**config.mk**
```make
export PLATFORM = sky130hd
export DESIGN_NAME = motor_feedback_multiturn_tracker_core
export DESIGN_NICKNAME = d
export VERILOG_FILES = /design/src/hw/rtl/mft_pkg.sv /design/src/hw/rtl/motor_feedback_multiturn_tracker_core.sv /design/src/hw/rtl/mft_decode.sv /design/src/hw/rtl/mft_turn_table.sv
export SDC_FILE = /design/constraint.sdc
export NUM_CORES = 2
export LEC_CHECK = 0
export BUFFER_PORTS_ARGS = -buffer_cell sky130_fd_sc_hd__buf_2
export CAP_MARGIN = 20
export CORE_ASPECT_RATIO = 1.25
export CORE_MARGIN = 2
export CORE_UTILIZATION = 45
export DETAILED_ROUTE_END_ITERATION = 8
export SLEW_MARGIN = 20
export SYNTH_ARGS = -nofsm -noshare
export SYNTH_HDL_FRONTEND = slang
export SYNTH_SLANG_ARGS = --single-unit
```
**constraint.sdc**
```tcl
create_clock -name clk -period 10.2 [get_ports clk]
set_clock_uncertainty 0.1 [all_clocks]
set_input_delay 1.02 -clock clk [delete_from_list [all_inputs] [get_ports clk]]
set_output_delay 1.02 -clock clk [all_outputs]
set_load 0.01 [all_outputs]
```
**src/hw/rtl/mft_pkg.sv**
```systemverilog
// Package: shared types, constants and register indexes of the motor feedback tracker.
`timescale 1ns / 1ps
`default_nettype none
package mft_pkg;

  localparam int unsigned MOTORS_PER_BUS_DEF = 11;
  localparam int unsigned ID_W       = 11;
  localparam int unsigned SLOT_W     = 4;
  localparam int unsigned ANGLE_W    = 16;
  localparam int unsigned TURN_W     = 16;
  localparam int unsigned TOTAL_W    = 30;
  localparam int unsigned TURN_SHIFT = 13;
  localparam int unsigned CFG_W      = 16;
  localparam int unsigned CFG_ADDR_W = 2;
  localparam int unsigned S_DATA_W   = 80;
  localparam int unsigned M_DATA_W   = 112;

  localparam logic [ID_W-1:0]    BASE_ID_RST   = 11'd513;
  localparam logic [ANGLE_W-1:0] WRAP_LOW_RST  = 16'd2000;
  localparam logic [ANGLE_W-1:0] WRAP_HIGH_RST = 16'd6200;
  localparam logic signed [TURN_W-1:0] TURN_MAX = 16'sh7FFF;
  localparam logic signed [TURN_W-1:0] TURN_MIN = -16'sh8000;

  typedef enum logic [CFG_ADDR_W-1:0] {
    REG_BASE_ID   = 2'd0,
    REG_WRAP_LOW  = 2'd1,
    REG_WRAP_HIGH = 2'd2
  } cfg_reg_t;

  typedef struct packed {
    logic [ID_W-1:0]    base_id;
    logic [ANGLE_W-1:0] wrap_low;
    logic [ANGLE_W-1:0] wrap_high;
  } cfg_t;

  typedef struct packed {
    logic [ID_W-1:0] frame_id;
    logic [7:0]      b0;
    logic [7:0]      b1;
    logic [7:0]      b2;
    logic [7:0]      b3;
    logic [7:0]      b4;
    logic [7:0]      b5;
    logic [7:0]      b6;
    logic            bus;
  } frame_t;

  typedef struct packed {
    logic               hit;
    logic [SLOT_W-1:0]  slot;
    logic               bus;
    logic [ANGLE_W-1:0] angle;
    logic [15:0]        speed;
    logic [15:0]        current_raw;
    logic [7:0]         temperature;
  } meas_t;

endpackage
`default_nettype wire

```
**src/hw/rtl/motor_feedback_multiturn_tracker_core.sv**
```systemverilog
// Top level: motor feedback decoder with multi-turn angle tracking.
// Takes one CAN frame word per clock and returns one result word per frame that hits the
// motor id range with a non-empty measurement; other frames are dropped silently. A frame
// passes the input register, then the result register. Throughput is one word per cycle
// while downstream accepts, with the per-slot angle and turn table read, updated and written
// back for each word. While downstream stalls, dropped frames keep draining and a hit waits
// in the input register until the result register is free.
// Reset clears the table to zero turns and zero previous angle. Write configuration only
// while no frames are in flight.
`timescale 1ns / 1ps
`default_nettype none
module motor_feedback_multiturn_tracker_core #(
  parameter int unsigned MOTORS_PER_BUS = mft_pkg::MOTORS_PER_BUS_DEF
) (
  input  logic                               clk,
  input  logic                               rst,
  input  logic                               s_tvalid,
  output logic                               s_tready,
  // frame_id[10:0], byte0..byte7 in [18:11]..[74:67], zero pad [79:75]
  input  logic [mft_pkg::S_DATA_W-1:0]       s_tdata,
  // bus
  input  logic                               s_tuser,
  output logic                               m_tvalid,
  input  logic                               m_tready,
  // motor_index[3:0], angle[19:4], speed[35:20], current_raw[51:36], temperature[59:52],
  // turns[75:60], wide_angle[105:76], zero pad [111:106]
  output logic [mft_pkg::M_DATA_W-1:0]       m_tdata,
  // out_bus
  output logic                               m_tuser,
  input  logic                               cfg_we,
  input  logic [mft_pkg::CFG_ADDR_W-1:0]     cfg_addr,
  input  logic [mft_pkg::CFG_W-1:0]          cfg_wdata
);
  import mft_pkg::*;

  cfg_t   cfg;
  frame_t frame;
  logic   frame_valid;
  meas_t  meas;
  logic   out_free;
  logic   advance;
  logic   emit;
  logic signed [TURN_W-1:0]  turns;
  logic signed [TOTAL_W-1:0] wide_angle;

  always_ff @(posedge clk) begin
    if (rst) begin
      cfg.base_id   <= BASE_ID_RST;
      cfg.wrap_low  <= WRAP_LOW_RST;
      cfg.wrap_high <= WRAP_HIGH_RST;
    end else if (cfg_we) begin
      unique case (cfg_addr)
        REG_BASE_ID:   cfg.base_id   <= cfg_wdata[ID_W-1:0];
        REG_WRAP_LOW:  cfg.wrap_low  <= cfg_wdata;
        REG_WRAP_HIGH: cfg.wrap_high <= cfg_wdata;
        default: ;
      endcase
    end
  end

  always_comb begin
    out_free = !m_tvalid || m_tready;
    advance  = frame_valid && (out_free || !meas.hit);
    emit     = advance && meas.hit;
    s_tready = !frame_valid || advance;
  end

  always_ff @(posedge clk) begin
    if (rst) begin
      frame_valid <= 1'b0;
    end else if (s_tready) begin
      frame_valid <= s_tvalid;
    end
  end

  always_ff @(posedge clk) begin
    if (s_tready && s_tvalid) begin
      frame.frame_id <= s_tdata[10:0];
      frame.b0       <= s_tdata[18:11];
      frame.b1       <= s_tdata[26:19];
      frame.b2       <= s_tdata[34:27];
      frame.b3       <= s_tdata[42:35];
      frame.b4       <= s_tdata[50:43];
      frame.b5       <= s_tdata[58:51];
      frame.b6       <= s_tdata[66:59];
      frame.bus      <= s_tuser;
    end
  end

  mft_decode #(
    .MOTORS_PER_BUS(MOTORS_PER_BUS)
  ) u_decode (
    .frame   (frame),
    .base_id (cfg.base_id),
    .meas    (meas)
  );

  mft_turn_table #(
    .MOTORS_PER_BUS(MOTORS_PER_BUS)
  ) u_table (
    .clk        (clk),
    .rst        (rst),
    .meas       (meas),
    .cfg        (cfg),
    .update     (emit),
    .turns      (turns),
    .wide_angle (wide_angle)
  );

  always_ff @(posedge clk) begin
    if (rst) begin
      m_tvalid <= 1'b0;
    end else if (out_free) begin
      m_tvalid <= emit;
    end
  end

  always_ff @(posedge clk) begin
    if (emit) begin
      m_tdata <= {(M_DATA_W-106)'(0), wide_angle, turns, meas.temperature,
                  meas.current_raw, meas.speed, meas.angle, meas.slot};
      m_tuser <= meas.bus;
    end
  end

  logic unused_pad;
  assign unused_pad = ^{s_tdata[S_DATA_W-1:67]};

endmodule
`default_nettype wire

```
**src/hw/rtl/mft_decode.sv**
```systemverilog
// Frame decoder: id range match, payload unpack and empty-frame detection.
`timescale 1ns / 1ps
`default_nettype none
module mft_decode #(
  parameter int unsigned MOTORS_PER_BUS = mft_pkg::MOTORS_PER_BUS_DEF
) (
  input  mft_pkg::frame_t frame,
  input  logic [mft_pkg::ID_W-1:0] base_id,
  output mft_pkg::meas_t  meas
);
  import mft_pkg::*;

  logic [ID_W:0] diff;
  logic          in_range;
  logic          empty;

  always_comb begin
    diff     = {1'b0, frame.frame_id} - {1'b0, base_id};
    in_range = !diff[ID_W] && (diff[ID_W-1:0] < ID_W'(MOTORS_PER_BUS));
    meas.angle       = {frame.b0, frame.b1};
    meas.speed       = {frame.b2, frame.b3};
    meas.current_raw = {frame.b4, frame.b5};
    meas.temperature = frame.b6;
    empty = (meas.angle == '0) && (meas.speed == '0) && (meas.current_raw == '0)
            && (meas.temperature == '0);
    meas.hit  = in_range && !empty;
    meas.slot = diff[SLOT_W-1:0];
    meas.bus  = frame.bus;
  end

endmodule
`default_nettype wire

```
**src/hw/rtl/mft_turn_table.sv**
```systemverilog
// Per-slot angle and turn table with wrap detection and saturating turn update.
`timescale 1ns / 1ps
`default_nettype none
module mft_turn_table #(
  parameter int unsigned MOTORS_PER_BUS = mft_pkg::MOTORS_PER_BUS_DEF
) (
  input  logic                                clk,
  input  logic                                rst,
  input  mft_pkg::meas_t                      meas,
  input  mft_pkg::cfg_t                       cfg,
  input  logic                                update,
  output logic signed [mft_pkg::TURN_W-1:0]   turns,
  output logic signed [mft_pkg::TOTAL_W-1:0]  wide_angle
);
  import mft_pkg::*;

  localparam int unsigned SLOTS   = 2 * MOTORS_PER_BUS;
  localparam int unsigned ENTRY_W = (SLOTS > 1) ? $clog2(SLOTS) : 1;

  logic [ANGLE_W-1:0]       prev_angle [SLOTS];
  logic signed [TURN_W-1:0] turn_cnt   [SLOTS];

  logic [ENTRY_W-1:0]       entry;
  logic [ANGLE_W-1:0]       prev;
  logic signed [TURN_W-1:0] cur;
  logic                     wrap_down;
  logic                     wrap_up;

  always_comb begin
    entry = meas.bus ? (ENTRY_W'(MOTORS_PER_BUS) + ENTRY_W'(meas.slot))
                     : ENTRY_W'(meas.slot);
    prev  = prev_angle[entry];
    cur   = turn_cnt[entry];
    wrap_down = (prev < cfg.wrap_low) && (meas.angle > cfg.wrap_high);
    wrap_up   = (prev > cfg.wrap_high) && (meas.angle < cfg.wrap_low);
    turns = cur;
    if (wrap_down) begin
      if (cur != TURN_MIN) turns = cur - TURN_W'(1);
    end else if (wrap_up) begin
      if (cur != TURN_MAX) turns = cur + TURN_W'(1);
    end
    wide_angle = {turns[TURN_W-1], turns, TURN_SHIFT'(0)}
                 + {(TOTAL_W-ANGLE_W)'(0), meas.angle};
  end

  always_ff @(posedge clk) begin
    if (rst) begin
      for (int i = 0; i < SLOTS; i++) begin
        prev_angle[i] <= '0;
        turn_cnt[i]   <= '0;
      end
    end else if (update) begin
      prev_angle[entry] <= meas.angle;
      turn_cnt[entry]   <= turns;
    end
  end

endmodule
`default_nettype wire

```
==> impl_metrics.json <==
{
  "status": "complete, no violations",
  "regToRegEndpoint": "m_tdata[101]",
  "grt_max_degree": 87,
  "post-cts-setup-buffer-count": 0,
  "min_path_cells": 1,
  "synth_seq_cells": 1231,
  "drv_slew": 0,
  "worst_pin_slew_ns": 1.15,
  "wl_per_cell_microns": 26.7,
  "use_met1": 0.310,
  "power_mw": 14.0,
  "synth-seq-area-share": 0.680,
  "cts_buffers": 121,
  "overflow": 0,
  "totalWireLength_mm": 149,
  "synth-async-reset-ratio": 0,
  "nets": 4075,
  "maxCapViolations": 0,
  "grt_pass1_vias": 32600,
  "design_area_sq_um": 61300,
  "avgSynthCellArea_sq_um": 15.2,
  "antenna_left": 0,
  "arrival_ns": 9.37,
  "ir_drop_uv": 162,
  "ctsLongestPathBuffers": 3,
  "die-height_microns": 390,
  "clock.fmax_mhz": 111,
  "portBuffers": 199,
  "grt_use_met3": 0.0338,
  "drive_above_1_share": 0.216,
  "start_util": 0.454,
  "synth_top_area_share": 0.663,
  "finalCritPeriodShare": 0.881,
  "clock_latency_ns": 0.75,
  "yosysTopAreaCell": "edfxtp_1",
  "dp_hpwl_mm": 90.9,
  "die_w_microns": 313,
  "cts_sinks": 1231,
  "grt_pass1_wl_mm": 217,
  "antenna_found_initial": 0,
  "area_growth_pct": 14.2,
  "postCtsResizedCells": 0,
  "syn_inst": 3528,
  "setup_viol": 0,
  "drtPass1Iterations": 7,
  "powerDensity_nw_per_um2": 228,
  "synth-warning-count": 0,
  "gp_congestion": 0.851,
  "clk_pin_slew_ns": 0.06,
  "reg2reg_from": "frame[57]",
  "drc_errors": 0,
  "core_sq_um": 118000,
  "fin_ws_ns": 1.22,
  "ff2ff_setup_slack_ns": 1.22,
  "slowest_stage": "nor2_4",
  "routed_via_density": 5.79,
  "synth-edff-count": 1186,
  "rsz0062_at_grt": "false",
  "critPathKind": "reg2reg",
  "finish.utilization": 0.518,
  "placed_cell_area_sq_um": 57300,
  "ios": 219,
  "cts-root-buf": "clkbuf_16",
  "worstHoldPathType": "in2reg",
  "grt_use_met2": 0.419,
  "busiest_layer": "met2",
  "grt_usage": 0.244,
  "tritoncts": "yes",
  "synth.cell_area_sq_um": 53700,
  "slowest_delay_ns": 0.77,
  "stdcell_count": 5566,
  "die-area_sq_um": 122000,
  "cp_data_required_time_ns": 10.59,
  "start_kind": "register",
  "cts-htree-levels": 3,
  "synthTopCellsByArea": "edfxtp_1, mux4_2, and3_1",
  "endpoint_kind": "register",
  "worst_slew_margin_rel": 0.236,
  "cts-hold-fix-buffers": 0,
  "worst-r2r-cell-count": 34,
  "p_leak_nw": 23.2,
  "post-synth-top-count-cell": "edfxtp_1",
  "crit_fanout": 25,
  "holdWs_ns": 0.345,
  "synth_flop_cell": "edfxtp_1",
  "place_ws_ns": 1.34,
  "timing.setup.tns_ns": 0,
  "min_to": "frame[20]",
  "via_count": 32200,
  "worstHoldStart": "s_tdata[46]",
  "drt_iter0_drc": 3338,
  "synth_common_cells": "edfxtp_1, nor2_1, and3_1",
  "num_rows": 141,
  "synth.distinct_cells": 97,
  "min_period_ns": 8.98,
  "hold_viol": 0,
  "dp.cells": 5339
}
## power by group
part	switching [mW]	internal, mW	total [mW]
Clock	1.95	2.59	4.54
Sequential	0.0946	6.07	6.17
Combinational	2.21	1.08	3.29
## cell families after synthesis
family,after synthesis,synth area share
flops,1231,0.680
simple gates,1229,0.115
buf+inv,377,0.0319
mux,297,0.112
compound gates,273,0.0347
fa+ha+maj,81,0.0191
xor+xnor,39,0.00769
other cells,1,0.0000698
## worst max-delay path by stage
stage                          from                  endpoint  cells after the start
after floorplan           frame[57]  u_table.prev_angle[9][0]                     20
after global placement    frame[57]              m_tdata[100]                     29
after detailed placement  frame[57]              m_tdata[101]                     34
after CTS                 frame[57]              m_tdata[101]                     34
after global routing      frame[57]              m_tdata[101]                     34
final                     frame[57]              m_tdata[101]                     34
## cell type report
class	count	area, sq um
flip-flops and latches	1231	36500
repair buffers	336	2090
clock inverters	84	862
well taps	1573	1970
fillers	9877	57000
clock buffers	141	3150
multi-input cells	2117	16400
inverters	83	314
diodes	1	2.50
## routing by layer
metal  vias up  part of all wire
met5         -                 0
met4         0             0.042
met3       307             0.066
met2      1328              0.50
met1     16500              0.39
li1      14000                 -
## registers in the layout (all words and copies together), names as in the netlist
| register | flops |
|---|---|
| frame | 68 |
| u_table.turn_cnt | 512 |
| u_table.prev_angle | 512 |
| m_tuser | 1 |
| frame_valid | 1 |
| cfg | 43 |
| m_tvalid | 1 |
| m_tdata | 93 |
## layout by cell type, fill, tap and decap left out, types with 48 or more instances in the layout
| cell type | Yosys | final |
|---|---|---|
| edfxtp_1 | 1186 | 1186 |
| mux2i_1 | 50 | 48 |
| o22ai_1 | 54 | 53 |
| inv_1 | 76 | 76 |
| conb_1 | 1 | 198 |
| nor2_1 | 482 | 479 |
| buf_2 | 26 | 199 |
| nand2_1 | 167 | 166 |
| clkbuf_16 | 0 | 121 |
| and3_1 | 316 | 312 |
| ha_1 | 79 | 79 |
| mux4_2 | 241 | 241 |
| a21oi_1 | 68 | 68 |
| nand3_1 | 77 | 77 |
| buf_4 | 33 | 132 |
## worst max-delay path: cells and delay by family, from the launching register on
| kind | cells | cell delay [ns] |
|---|---|---|
| adder cells (fa/ha/maj) | 5 | 1.59 |
| XOR/XNOR | 2 | 0.22 |
| multiplexers | 1 | 0.21 |
| AND/OR/NAND/NOR | 10 | 2.67 |
| buffers and inverters | 8 | 1.29 |
| AO/OA/AOI/OAI | 8 | 2.20 |
| flip-flops | 1 | 0.35 |
Power figures use the tool's default switching activity.
